--- config.mk ---
export PLATFORM = sky130hd
export DESIGN_NAME = dns_wildcard_a_responder
export DESIGN_NICKNAME = d
export VERILOG_FILES = /design/src/hw/rtl/dwa_pkg.sv /design/src/hw/rtl/dwa_parser.sv /design/src/hw/rtl/dwa_emitter.sv /design/src/hw/rtl/dns_wildcard_a_responder.sv
export VERILOG_INCLUDE_DIRS = /design/src /design/src/hw/rtl
export SDC_FILE = /design/constraint.sdc
export NUM_CORES = 1
export LEC_CHECK = 0
export ABC_AREA = 1
export BUFFER_PORTS_ARGS = -buffer_cell sky130_fd_sc_hd__buf_2
export CAP_MARGIN = 20
export CORE_UTILIZATION = 45
export DETAILED_ROUTE_END_ITERATION = 7
export GPL_ROUTABILITY_DRIVEN = 0
export PLACE_DENSITY_LB_ADDON = 0.12
export RECOVER_POWER = 50
export SYNTH_ARGS = -nofsm -noshare
export SYNTH_HDL_FRONTEND = slang
export SYNTH_SLANG_ARGS = --single-unit
--- constraint.sdc ---
create_clock -name i_clk -period 3.55 [get_ports i_clk]
set_input_delay 0.71 -clock i_clk [delete_from_list [all_inputs] [get_ports i_clk]]
set_output_delay 0.71 -clock i_clk [all_outputs]
set_load 0.005 [all_outputs]
--- src/hw/rtl/dns_wildcard_a_responder_assert.svh ---
// Assertion macros for the responder modules, included by the emitter
`ifndef DNS_WILDCARD_A_RESPONDER_ASSERT_SVH
`define DNS_WILDCARD_A_RESPONDER_ASSERT_SVH

// Same-cycle implication, disabled while reset is asserted
`define DWA_ASSERT_NOW(lbl, clk, rstn, ante, cons) \
    lbl: assert property (@(posedge clk) disable iff (!(rstn)) (ante) |-> (cons)) \
        else $error("dwa assertion failed");

// Next-cycle implication, disabled while reset is asserted
`define DWA_ASSERT_NEXT(lbl, clk, rstn, ante, cons) \
    lbl: assert property (@(posedge clk) disable iff (!(rstn)) (ante) |=> (cons)) \
        else $error("dwa assertion failed");

`endif

--- src/hw/rtl/dwa_pkg.sv ---
// Types, constants and byte tables for the DNS wildcard A responder
package dwa_pkg;

    localparam int unsigned POS_W     = 10;
    localparam int unsigned LEFT_W    = 5;
    localparam logic [POS_W-1:0] HDR_LEN    = 10'd12;
    localparam logic [POS_W-1:0] LABEL_RST  = 10'd12;
    localparam logic [POS_W-1:0] POS_SAT    = 10'd1023;
    localparam logic [LEFT_W-1:0] MAX_ITEMS = 5'd17;
    localparam logic [31:0] ADDR_RESET      = 32'hC0A8_0401;
    localparam logic [31:0] TTL_RESET       = 32'd60;

    // Configuration register indexes
    localparam logic CFG_ADDRESS = 1'b0;
    localparam logic CFG_TTL     = 1'b1;

    typedef enum logic [1:0] {
        TAIL_NONE,
        TAIL_ANSWER,
        TAIL_DROP
    } t_tail;

    // Work handed from the parser to the emitter for one input byte
    typedef struct packed {
        logic        hdr;
        logic        echo;
        logic [7:0]  echo_byte;
        logic [15:0] id;
        t_tail       tail;
    } t_job;

    // Saturate an offset to the 10-bit position range
    function automatic logic [POS_W-1:0] sat_pos(input logic [POS_W:0] v);
        sat_pos = v[POS_W] ? POS_SAT : v[POS_W-1:0];
    endfunction

    // Rewritten header bytes 0 to 5
    function automatic logic [7:0] hdr_byte(input logic [2:0] k, input logic [15:0] id);
        unique case (k)
            3'd0:    hdr_byte = id[15:8];
            3'd1:    hdr_byte = id[7:0];
            3'd2:    hdr_byte = 8'h81;
            3'd3:    hdr_byte = 8'h80;
            3'd4:    hdr_byte = 8'h00;
            3'd5:    hdr_byte = 8'h01;
            default: hdr_byte = 8'h00;
        endcase
    endfunction

    // A record appended after the question
    function automatic logic [7:0] ans_byte(input logic [3:0] t, input logic [31:0] ttl,
                                            input logic [31:0] addr);
        unique case (t)
            4'd0:    ans_byte = 8'hC0;
            4'd1:    ans_byte = 8'h0C;
            4'd2:    ans_byte = 8'h00;
            4'd3:    ans_byte = 8'h01;
            4'd4:    ans_byte = 8'h00;
            4'd5:    ans_byte = 8'h01;
            4'd6:    ans_byte = ttl[31:24];
            4'd7:    ans_byte = ttl[23:16];
            4'd8:    ans_byte = ttl[15:8];
            4'd9:    ans_byte = ttl[7:0];
            4'd10:   ans_byte = 8'h00;
            4'd11:   ans_byte = 8'h04;
            4'd12:   ans_byte = addr[31:24];
            4'd13:   ans_byte = addr[23:16];
            4'd14:   ans_byte = addr[15:8];
            default: ans_byte = addr[7:0];
        endcase
    endfunction

endpackage

--- src/hw/rtl/dwa_parser.sv ---
// Input register and datagram parser: tracks header and question, issues one job per byte
module dwa_parser
    import dwa_pkg::*;
#(
    parameter int unsigned MAX_DATAGRAM = 512
) (
    input  logic       i_clk,
    input  logic       i_rst_n,
    input  logic       i_valid,
    output logic       o_ready,
    input  logic [7:0] i_byte,
    input  logic       i_last,
    output logic       o_job_valid,
    input  logic       i_job_ready,
    output t_job       o_job
);

    localparam logic [POS_W-1:0] MAX_POS = POS_W'(MAX_DATAGRAM);
    localparam logic [POS_W:0]   MAX_EXT = (POS_W+1)'(MAX_DATAGRAM);

    logic             r_in_valid;
    logic [7:0]       r_in_byte;
    logic             r_in_last;

    logic [POS_W-1:0] r_pos, n_pos;
    logic [POS_W-1:0] r_next, n_next;
    logic             r_ended, n_ended;
    logic [POS_W-1:0] r_qend, n_qend;
    logic [15:0]      r_id, n_id;
    logic             r_acc, n_acc;

    logic             take;
    logic             ok;
    t_job             job;

    assign take        = r_in_valid & i_job_ready;
    assign o_ready     = ~r_in_valid | take;
    assign o_job_valid = r_in_valid;
    assign o_job       = job;

    // Decode the held byte against the datagram state
    always_comb begin
        n_pos         = r_pos;
        n_next        = r_next;
        n_ended       = r_ended;
        n_qend        = r_qend;
        n_id          = r_id;
        n_acc         = r_acc;
        job.hdr       = 1'b0;
        job.echo      = 1'b0;
        job.echo_byte = r_in_byte;
        job.id        = r_id;
        job.tail      = TAIL_NONE;
        ok            = 1'b0;

        if (r_pos < MAX_POS) begin
            if (r_pos == 10'd0) begin
                n_id  = {r_in_byte, 8'h00};
                n_acc = 1'b1;
            end else if (r_pos == 10'd1) begin
                n_id[7:0] = r_in_byte;
            end else if (r_pos == 10'd2) begin
                if (r_in_byte[7]) n_acc = 1'b0;
            end else if (r_pos == 10'd4) begin
                if (r_in_byte != 8'd0) n_acc = 1'b0;
            end else if (r_pos == 10'd5) begin
                if (r_in_byte != 8'd1) n_acc = 1'b0;
                job.hdr = n_acc;
            end else if (r_pos >= 10'd6 && r_pos < HDR_LEN) begin
                job.echo      = r_acc;
                job.echo_byte = (r_pos == 10'd7) ? 8'd1 : 8'd0;
            end else if (r_pos >= HDR_LEN) begin
                if (!r_ended) begin
                    if (r_pos == r_next) begin
                        if (r_in_byte == 8'd0) begin
                            n_ended = 1'b1;
                            n_qend  = sat_pos({1'b0, r_pos} + 11'd5);
                        end else begin
                            n_next = sat_pos({1'b0, r_pos} + {3'b000, r_in_byte} + 11'd1);
                        end
                    end
                    job.echo = r_acc;
                end else if (r_pos < r_qend) begin
                    job.echo = r_acc;
                end
            end
            n_pos = r_pos + 10'd1;
        end

        // Close the datagram: answer or drop, then clear
        if (r_in_last) begin
            ok = n_acc & n_ended & (n_qend <= n_pos) & (({1'b0, n_qend} + 11'd16) <= MAX_EXT);
            job.tail = ok ? TAIL_ANSWER : TAIL_DROP;
            n_pos   = '0;
            n_next  = LABEL_RST;
            n_ended = 1'b0;
            n_qend  = '0;
            n_id    = '0;
            n_acc   = 1'b0;
        end
    end

    // Hold the input byte until the emitter takes its job
    always_ff @(posedge i_clk) begin
        if (!i_rst_n) begin
            r_in_valid <= 1'b0;
        end else if (o_ready) begin
            r_in_valid <= i_valid;
        end
        if (o_ready && i_valid) begin
            r_in_byte <= i_byte;
            r_in_last <= i_last;
        end
    end

    // Advance datagram state on each job transfer
    always_ff @(posedge i_clk) begin
        if (!i_rst_n) begin
            r_pos   <= '0;
            r_next  <= LABEL_RST;
            r_ended <= 1'b0;
            r_qend  <= '0;
            r_id    <= '0;
            r_acc   <= 1'b0;
        end else if (take) begin
            r_pos   <= n_pos;
            r_next  <= n_next;
            r_ended <= n_ended;
            r_qend  <= n_qend;
            r_id    <= n_id;
            r_acc   <= n_acc;
        end
    end

endmodule

--- src/hw/rtl/dwa_emitter.sv ---
// Job register and output register: expands each job into response bytes
module dwa_emitter
    import dwa_pkg::*;
(
    input  logic        i_clk,
    input  logic        i_rst_n,
    input  logic        i_job_valid,
    output logic        o_job_ready,
    input  t_job        i_job,
    input  logic [31:0] i_ttl,
    input  logic [31:0] i_addr,
    output logic        o_valid,
    input  logic        i_ready,
    output logic [7:0]  o_byte,
    output logic        o_last,
    output logic        o_drop
);

`include "dns_wildcard_a_responder_assert.svh"

    t_job              r_job;
    logic [LEFT_W-1:0] r_left;
    logic [LEFT_W-1:0] r_idx;
    logic              r_out_valid;
    logic [7:0]        r_out_byte;
    logic              r_out_last;
    logic              r_out_drop;

    logic              slot_free;
    logic              fire;
    logic              load;
    logic [2:0]        head_len;
    logic              in_head;
    logic [LEFT_W-1:0] tail_idx;
    logic [7:0]        item_byte;
    logic              item_last;
    logic              item_drop;
    logic [LEFT_W-1:0] job_count;

    assign slot_free   = ~r_out_valid | i_ready;
    assign fire        = (r_left != '0) & slot_free;
    assign o_job_ready = (r_left == '0) | ((r_left == 5'd1) & fire);
    assign load        = i_job_valid & o_job_ready;

    // Pick the item at the current index: header or echo first, then the tail
    always_comb begin
        head_len  = r_job.hdr ? 3'd6 : (r_job.echo ? 3'd1 : 3'd0);
        in_head   = r_idx < {2'b00, head_len};
        tail_idx  = r_idx - {2'b00, head_len};
        item_last = 1'b0;
        item_drop = 1'b0;
        if (in_head) begin
            item_byte = r_job.hdr ? hdr_byte(r_idx[2:0], r_job.id) : r_job.echo_byte;
        end else if (r_job.tail == TAIL_DROP) begin
            item_byte = 8'h00;
            item_last = 1'b1;
            item_drop = 1'b1;
        end else begin
            item_byte = ans_byte(tail_idx[3:0], i_ttl, i_addr);
            item_last = (r_left == 5'd1);
        end
    end

    // Count items in an incoming job
    always_comb begin
        job_count = '0;
        if (i_job.hdr) begin
            job_count = 5'd6;
        end else if (i_job.echo) begin
            job_count = 5'd1;
        end
        unique case (i_job.tail)
            TAIL_ANSWER: job_count = job_count + 5'd16;
            TAIL_DROP:   job_count = job_count + 5'd1;
            default:     job_count = job_count;
        endcase
    end

    // Load jobs and step through their items
    always_ff @(posedge i_clk) begin
        if (!i_rst_n) begin
            r_left <= '0;
            r_idx  <= '0;
        end else if (load) begin
            r_left <= job_count;
            r_idx  <= '0;
        end else if (fire) begin
            r_left <= r_left - 5'd1;
            r_idx  <= r_idx + 5'd1;
        end
        if (load) begin
            r_job <= i_job;
        end
    end

    // Hold the output item until its transfer
    always_ff @(posedge i_clk) begin
        if (!i_rst_n) begin
            r_out_valid <= 1'b0;
        end else if (slot_free) begin
            r_out_valid <= fire;
        end
        if (fire) begin
            r_out_byte <= item_byte;
            r_out_last <= item_last;
            r_out_drop <= item_drop;
        end
    end

    assign o_valid = r_out_valid;
    assign o_byte  = r_out_byte;
    assign o_last  = r_out_last;
    assign o_drop  = r_out_drop;

    `DWA_ASSERT_NOW(a_left_bound, i_clk, i_rst_n, 1'b1, r_left <= MAX_ITEMS)
    `DWA_ASSERT_NOW(a_drop_is_last, i_clk, i_rst_n, r_out_valid && r_out_drop, r_out_last)
    `DWA_ASSERT_NOW(a_load_when_done, i_clk, i_rst_n, load, r_left <= 5'd1)
    `DWA_ASSERT_NEXT(a_job_drains, i_clk, i_rst_n, fire && r_left == 5'd1 && !load,
                     r_left == 5'd0)

endmodule

--- src/hw/rtl/dns_wildcard_a_responder.sv ---
// Top level of the DNS wildcard A responder: configuration registers and datapath
//
//  channel  | direction | tdata        | tlast    | tuser
//  s_axis   | in        | rx_byte[7:0] | rx_last  | -
//  m_axis   | out       | tx_byte[7:0] | tx_last  | tx_drop
//  i_cfg    | in        | i_cfg_data: register value, i_cfg_index: 0 address, 1 ttl
//
// One datagram byte per cycle, unless m_axis_tready is low or a header or record is
// being emitted, passes input register, parser, job register and output register.
// The byte at offset 5 expands into the rewritten header and the final byte into
// the echo plus A record, emitted one byte at a time by the single output register.
// Reset is synchronous and needs no clearing pass; control and configuration registers return to defaults.
// Low m_axis_tready holds the output register; the job and input registers then
// fill and s_axis_tready falls.
module dns_wildcard_a_responder
    import dwa_pkg::*;
#(
    parameter int unsigned MAX_DATAGRAM = 512
) (
    input  logic        i_clk,
    input  logic        i_rst_n,
    input  logic        s_axis_tvalid,
    output logic        s_axis_tready,
    input  logic [7:0]  s_axis_tdata,   // [7:0] rx_byte
    input  logic        s_axis_tlast,
    output logic        m_axis_tvalid,
    input  logic        m_axis_tready,
    output logic [7:0]  m_axis_tdata,   // [7:0] tx_byte
    output logic        m_axis_tlast,
    output logic        m_axis_tuser,   // [0] tx_drop
    input  logic        i_cfg_valid,
    output logic        o_cfg_ready,
    input  logic        i_cfg_index,
    input  logic [31:0] i_cfg_data
);

    logic [31:0] r_addr;
    logic [31:0] r_ttl;
    logic        job_valid;
    logic        job_ready;
    t_job        job;

    assign o_cfg_ready = 1'b1;

    // Write configuration registers
    always_ff @(posedge i_clk) begin
        if (!i_rst_n) begin
            r_addr <= ADDR_RESET;
            r_ttl  <= TTL_RESET;
        end else if (i_cfg_valid) begin
            unique case (i_cfg_index)
                CFG_ADDRESS: r_addr <= i_cfg_data;
                CFG_TTL:     r_ttl  <= i_cfg_data;
                default:     r_ttl  <= r_ttl;
            endcase
        end
    end

    dwa_parser #(
        .MAX_DATAGRAM (MAX_DATAGRAM)
    ) u_parser (
        .i_clk       (i_clk),
        .i_rst_n     (i_rst_n),
        .i_valid     (s_axis_tvalid),
        .o_ready     (s_axis_tready),
        .i_byte      (s_axis_tdata),
        .i_last      (s_axis_tlast),
        .o_job_valid (job_valid),
        .i_job_ready (job_ready),
        .o_job       (job)
    );

    dwa_emitter u_emitter (
        .i_clk       (i_clk),
        .i_rst_n     (i_rst_n),
        .i_job_valid (job_valid),
        .o_job_ready (job_ready),
        .i_job       (job),
        .i_ttl       (r_ttl),
        .i_addr      (r_addr),
        .o_valid     (m_axis_tvalid),
        .i_ready     (m_axis_tready),
        .o_byte      (m_axis_tdata),
        .o_last      (m_axis_tlast),
        .o_drop      (m_axis_tuser)
    );

endmodule

# Word level (Yosys, flattened, before mapping)
# Index checks and enable logic that the tools add are counted.
# Widths: inputs -> output; s select.
# word_totals
out_inout_bits	13
input_bits	47
regBits	171
wordCells	198
# classes
n_addsub	10
bitwise_logic	13
n_eq_ne	37
order_cmp	8
n_mux	84
n_reduce_logical	23
# ops
op	count
$mux 10	33
$pmux 8 s12	1
$mux 8	7
$pmux 8 s5	1
$mux 1	32
$mux 16	2
$eq 10x3->1 const B	3
$eq 4x4->1 const B	7
$eq 4x3->1 const B	4
$ne 2x1->1 const B	8
$mux 5	3
$reduce_and 12->1	1
$add 10x3->11 const B	1
$add 10x5->11 const B	1
$add 10x8->11	1
$add 11x1->11 const B	1
$le 11x10->1 const B	1
$add 10x1->10 const B	1
$add 5x1->5 const B	2
$eq 10x1->1 const B	1
$eq 10x10->1	1
$eq 10x2->1 const B	1
$ge 10x3->1 const B	1
$ge 10x4->1 const B	1
other kinds (38)	60

# Longest topological paths before layout
# depth
depth_word	21
ltp_mapped	25
mapped_depth_nobuf	24

# Hierarchy
# From an unflattened synthesis, not the netlist that was laid out.
# unflattened
hier_cells	1362
hier_area_um2	9638.0
# by_module_without_submodules
module	area_each_um2	seq_area_each_um2	instances	cells_per_inst
dwa_parser	4101.4	1251.2	1	625
dwa_emitter	3019.1	1361.3	1	401
dns_wildcard_a_responder	2517.4	1281.2	1	336

# Least setup slack after synthesis
# OpenSTA, ideal clock, no wires.
# synth_path
path_type	reg2reg
start	register u_parser.r_pos[1]
end	register u_emitter.r_left[0]
synth_period_minus_slack_ns	3.277
arrival_time_ns	3.210
n_path_buf	1
required_ns	3.483
stages_incl_launch_ff	24
path_slack_ns	0.273
setup_time_ns	0.067
path_cell_list	dfxtp_1 inv_1 ha_1 inv_1 nor2_2 nand3_2 nand2_2 nor2_4 nand4_4 buf_6 o21ai_1 inv_1 ha_1 a21oi_1 nor2_1 a211oi_1 o211ai_1 o21ai_0 nand3_1 nor2_1 nand2_2 nand4_1 nand3_2 a21oi_2
# synth_between
elab_chain_len	21
elab_cells_between_ends	70
cone_classes	5 x add/sub; 7 x order compare; 7 x eq/ne; 46 x mux; 3 x bitwise; 2 x reduce/logical
# synth_rtl
item	line_no	rtl
start: declaration	dwa_parser.sv:25	logic [POS_W-1:0] r_pos, n_pos;
start signal: assignment	dwa_parser.sv:126	r_pos <= n_pos;
$add 10x3->11	dwa_parser.sv:77	n_qend = sat_pos({1'b0, r_pos} + 11'd5);
$mux 10	dwa_pkg.sv:34	sat_pos = v[POS_W] ? POS_SAT : v[POS_W-1:0];
$mux 10	dwa_parser.sv:75	if (r_in_byte == 8'd0) begin
$mux 10	dwa_parser.sv:74	if (r_pos == r_next) begin
$mux 10	dwa_parser.sv:73	if (!r_ended) begin
$mux 10	dwa_parser.sv:72	end else if (r_pos >= HDR_LEN) begin
$mux 10	dwa_parser.sv:69	end else if (r_pos >= 10'd6 && r_pos < HDR_LEN) begin
$mux 10	dwa_parser.sv:66	end else if (r_pos == 10'd5) begin
[5 not listed]	--	
$add 10x5->11 / $le 10x10->1 (equally long branches)	dwa_parser.sv:92	ok = n_acc & n_ended & (n_qend <= n_pos) & (({1'b0, n_qend} + 11'd16) <= MAX_EXT);
$le 11x10->1 / $and 1x1->1 (equally long branches)	dwa_parser.sv:92	
$and 1x1->1	dwa_parser.sv:92	
$mux 2	dwa_parser.sv:93	job.tail = ok ? TAIL_ANSWER : TAIL_DROP;
$mux 2	dwa_parser.sv:91	if (r_in_last) begin
$eq 2x2->1 / $eq 2x1->1 (equally long branches)	dwa_emitter.sv:72	unique case (i_job.tail)
$pmux 5 s2 *	dwa_emitter.sv:72	
$mux 5 *	dwa_emitter.sv:84	end else if (load) begin
end signal: assignment	dwa_emitter.sv:85	r_left <= job_count;
end signal: assignment	dwa_emitter.sv:88	r_left <= r_left - 5'd1;
end: declaration	dwa_emitter.sv:22	logic [LEFT_W-1:0] r_left;
# Mark *: on every way between the ends. The rest lies on a longest branch, timed or not.
# A chain may end at the register's enable or synchronous reset.

# Final worst setup path
# layout_path
start	register u_parser.r_in_byte[1]
end	register u_emitter.r_left[0]
# layout_between
elab_chain_len	20
elab_cells_between_ends	54
cone_classes	3 x add/sub; 2 x order compare; 3 x eq/ne; 41 x mux; 3 x bitwise; 2 x reduce/logical
# layout_rtl
item	line_no	rtl
start: declaration	dwa_parser.sv:22	logic [7:0] r_in_byte;
start signal: assignment	dwa_parser.sv:111	r_in_byte <= i_byte;
$logic_not 8->1	dwa_parser.sv:75	
$mux 10 / $mux 1 (equally long branches)	dwa_parser.sv:75	
$mux 10 / $mux 1 (equally long branches)	dwa_parser.sv:74	
$mux 10 / $mux 1 (equally long branches)	dwa_parser.sv:73	
$mux 10 / $mux 1 (equally long branches)	dwa_parser.sv:72	
$mux 10 / $mux 1 (equally long branches)	dwa_parser.sv:69	
$mux 10 / $mux 1 (equally long branches)	dwa_parser.sv:66	
$mux 10 / $mux 1 (equally long branches)	dwa_parser.sv:64	end else if (r_pos == 10'd4) begin
[4 not listed]	--	
$add 10x5->11 (tied with other cells)	dwa_parser.sv:92	
$le 11x10->1 / $and 1x1->1 (equally long branches)	dwa_parser.sv:92	
$and 1x1->1	dwa_parser.sv:92	
$mux 2	dwa_parser.sv:93	
$mux 2	dwa_parser.sv:91	
$eq 2x2->1 / $eq 2x1->1 (equally long branches)	dwa_emitter.sv:72	
$pmux 5 s2 *	dwa_emitter.sv:72	
$mux 5 *	dwa_emitter.sv:84	
# Marked as above.

==> Flow_metrics.wiki <==
{| class="wikitable"
! Metric !! Value
|-
| Primary FF master, synth || dfxtp_1
|-
| Top cell type's share of synthesized area || 28.1%
|-
| Critical Path Sink Type || flop
|-
| Die span in y || 142 µm
|-
| Synthesis-to-finish area growth || 16.0%
|-
| Count of filler cells inserted in the layout || 1851
|-
| Most frequent cells in the layout || 225 x nand2_1, 192 x nor2_1, 124 x inv_1, 117 x dfxtp_1, 103 x o21ai_0
|-
| Area of combinational cells with multiple inputs || 4330 µm²
|-
| CP Data Required Time || 3.92 ns
|-
| Critical path buffer and inverter count || 5
|-
| Worst setup slack before clock tree synthesis || 0.0532 ns
|-
| Share of post-route cells with drive strength above 1 || 14.2%
|-
| Diode count || 0
|-
| Worst-path maximum fanout || 6
|-
| Ratio of final minimum period to clock period || 92.5%
|-
| Count of warnings emitted by yosys || 0
|-
| Clk sinks || 171
|-
| Classification of the worst setup path || reg2reg
|-
| Largest cells by area after synthesis || dfxtp_1 28%, edfxtp_1 16%, nand2_1 9.5%
|-
| Top-level port count || 60
|-
| Root Buffer || clkbuf_16
|-
| Starting utilization of the core area || 46.6%
|-
| Reg area || 3910 µm²
|-
| Die area || 20200 µm²
|-
| Share of synthesized area occupied by flip-flops and latches || 44.1%
|-
| Maximum resistive drop on vdd || 0.412 mV
|-
| Pleak || 0.00462 µW
|-
| Global routing usage summed across all routing layers || 24.3%
|-
| Achievable clock frequency || 304 MHz
|-
| Count of state elements after synthesis || 171
|-
| ANT nets after route || 0
|-
| Core occupancy in the finished layout || 54.1%
|-
| Post-route clock skew || 0.00777 ns
|-
| Yosys top cell by area || dfxtp_1
|-
| Pre-Repair DR Iteration Count || 5
|-
| Routed vias || 7907
|-
| Gate family responsible for the most delay along the worst path || simple AND/OR/NAND/NOR gates
|-
| Cell-by-cell listing of the critical path || inv_1 > nand3_1 > inv_1 > nand4_1 > inv_2 > buf_4 > nand4_4 > buf_4 > a21oi_4 > ha_1 > a21oi_1 > o21a_1 > o211ai_1 > o21ai_0 > nand3_1 > nor2_2 > nand2_2 > nand4_1 > nand3_2 > a21oi_2
|-
| Failing checks || max-capacitance violations, max-slew violations
|-
| Total setup violations reported at the end of the flow || 0
|-
| Most frequent standard cell in the layout excluding fill and tap cells || nand2_1
|-
| Final-report max-slew violation count || 85
|-
| Number of hold buffers added after CTS || 0
|-
| Cells after Synth || 1160
|-
| Wire length of the first global-routing pass || 38.0 mm
|-
| Syn Area/Cell || 7.62 µm²
|-
| Total Nets Final || 1335
|-
| TritonCTS clock tree || done
|-
| Clock slew seen by the registers of the worst setup and hold paths || 0.07 ns
|-
| Cts bufs inserted || 17
|-
| Setup crit start kind || flop
|-
| Count of flip-flops with a built-in enable after synthesis || 47
|-
| Total DRC errors in the routed layout || 0
|-
| Vias in the first global route || 7156
|-
| Die Width || 142 µm
|-
| DRC violation total after the first TritonRoute iteration || 544
|-
| Synth Cell Area || 8830 µm²
|-
| Final routed wirelength across all metal layers || 23.9 mm
|-
| Data arrival time of the critical path || 3.65 ns
|-
| Final setup slack of the worst path || 0.265 ns
|-
| Via-to-Cell Ratio || 5.21
|-
| Latest clock arrival within the worst-skew pair || 0.43 ns
|-
| Buffer levels on the longest clock path || 2
|-
| Minimum period implied by the final worst setup slack || 3.29 ns
|-
| Slew Limit Headroom || -1.74%
|-
| Syn_nets || 1251
|-
| Outcome || finished with violations
|-
| Global route total overflow || 0
|-
| WL per Instance || 15.8 µm
|-
| Number of I/O port buffers || 58
|-
| Number of hold-slack violations in the final timing report || 0
|-
| Maximum number of pins on one net before global-route repair || 85
|-
| Placed wire-length estimate after detailed placement || 17.1 mm
|-
| Distinct cell type count after synthesis || 50
|-
| Type of the most critical hold path || reg2reg
|-
| Slowest CP cell || edfxtp_1
|-
| Proportion of synthesized flip-flops having asynchronous set or reset || 0%
|-
| PD cells || 620 nW/µm²
|-
| Core Region || 19000 µm²
|-
| Delay of the slowest critical-path stage || 0.41 ns
|-
| Number of H-tree levels || 4
|-
| Max-cap violation count || 1
|-
| Initial antenna violation count || 0
|-
| Slew at the pin closest to its max-slew limit || 1.53 ns
|-
| Site row count || 50
|}
-- cell type report --
type,count,area share [%]
flip-flops and latches,171,38.1
well taps,260,3.17
multi-input cells,817,42.2
clock buffers,17,4.15
clock inverters,15,1.53
repair buffers,101,5.86
inverters,136,4.98
-- per-layer routing --
metal	routed length (µm)	GRT usage [%]	up-vias	share of wire (%)
li1	-	-	4021	-
met1	12100	36.5	3663	50
met2	10400	35.7	203	43
met3	1230	3.80	20	5.2
met4	252	6.79	0	1.1
met5	0	0	-	0
-- worst paths after layout --
path	start	endpoint	slack (ns)	cells past startpoint
setup / recovery	u_parser.r_in_byte[1]	u_emitter.r_left[0]	0.26	20
hold / removal	u_parser.r_id[13]	u_emitter.r_job[15]	0.43	0
setup reg to reg	u_parser.r_in_byte[1]	u_emitter.r_left[0]	0.26	20
hold reg to reg	u_parser.r_id[13]	u_emitter.r_job[15]	0.43	0
-- state kept, by name, summed over array words and instances (netlist names) --
signal,cells
u_parser.r_pos,10
u_parser.r_in_last,1
u_emitter.o_valid,1
u_parser.r_in_byte,8
u_parser.r_qend,10
u_parser.o_job_valid,1
u_emitter.r_idx,5
u_emitter.r_job,28
u_parser.r_acc,1
u_parser.r_next,10
u_parser.r_id,16
r_ttl,32
r_addr,32
u_parser.r_ended,1
u_emitter.o_drop,1
u_emitter.o_byte,8
u_emitter.r_left,5
u_emitter.o_last,1
-- kinds of logic (layout without fill, tap and decap cells) --
family	after synthesis	after routing	share of synthesized area, %
and+or+nand+nor	516	517	24.5
AOI/OAI and AO/OA	235	235	15.5
buffers and inverters	173	269	7.55
DFF	171	171	44.1
adders and majority gates	44	44	6.40
xor gates and xnor gates	20	20	1.98
other	1	1	0.0424
-- synth_stat cells, types with 9 or more instances --
cell type,count
nand2_1,224
nor2_1,195
inv_1,127
dfxtp_1,124
o21ai_0,103
a21oi_1,64
edfxtp_1,47
nand3_1,44
ha_1,42
clkbuf_1,32
o22ai_1,16
nand4_1,15
xor2_1,14
nand2_2,9
nor3_1,9
-- metrics by stage --
step	setup TNS, ns	instances	hold WS (ns)	total power, µW	cell area (µm²)
global placement	0	1474	0.408	4550	9540
global route	-0.0218	1517	0.435	6740	10200
detailed placement	0	1474	0.410	4560	9540
floorplan	0	1160	0.403	3820	8830
finish	0	1517	0.428	6360	10200
CTS	0	1506	0.428	6390	10100
-- timing repair --
action,in CTS,in global routing
resized for setup,0,19
buffers inserted,0,10
endpoints found under the hold margin,0,0
setup endpoints to repair,0,5
-- power breakdown --
| group | internal (µW) | total (µW) | leakage [µW] | switching (µW) |
|---|---|---|---|---|
| logic | 655 | 2000 | 0.00287 | 1340 |
| clock network | 936 | 1830 | 0.000284 | 891 |
| registers | 2390 | 2530 | 0.00147 | 142 |
| total | 3980 | 6360 | 0.00462 | 2380 |
Note: power is estimated with default switching activity, not from simulation.
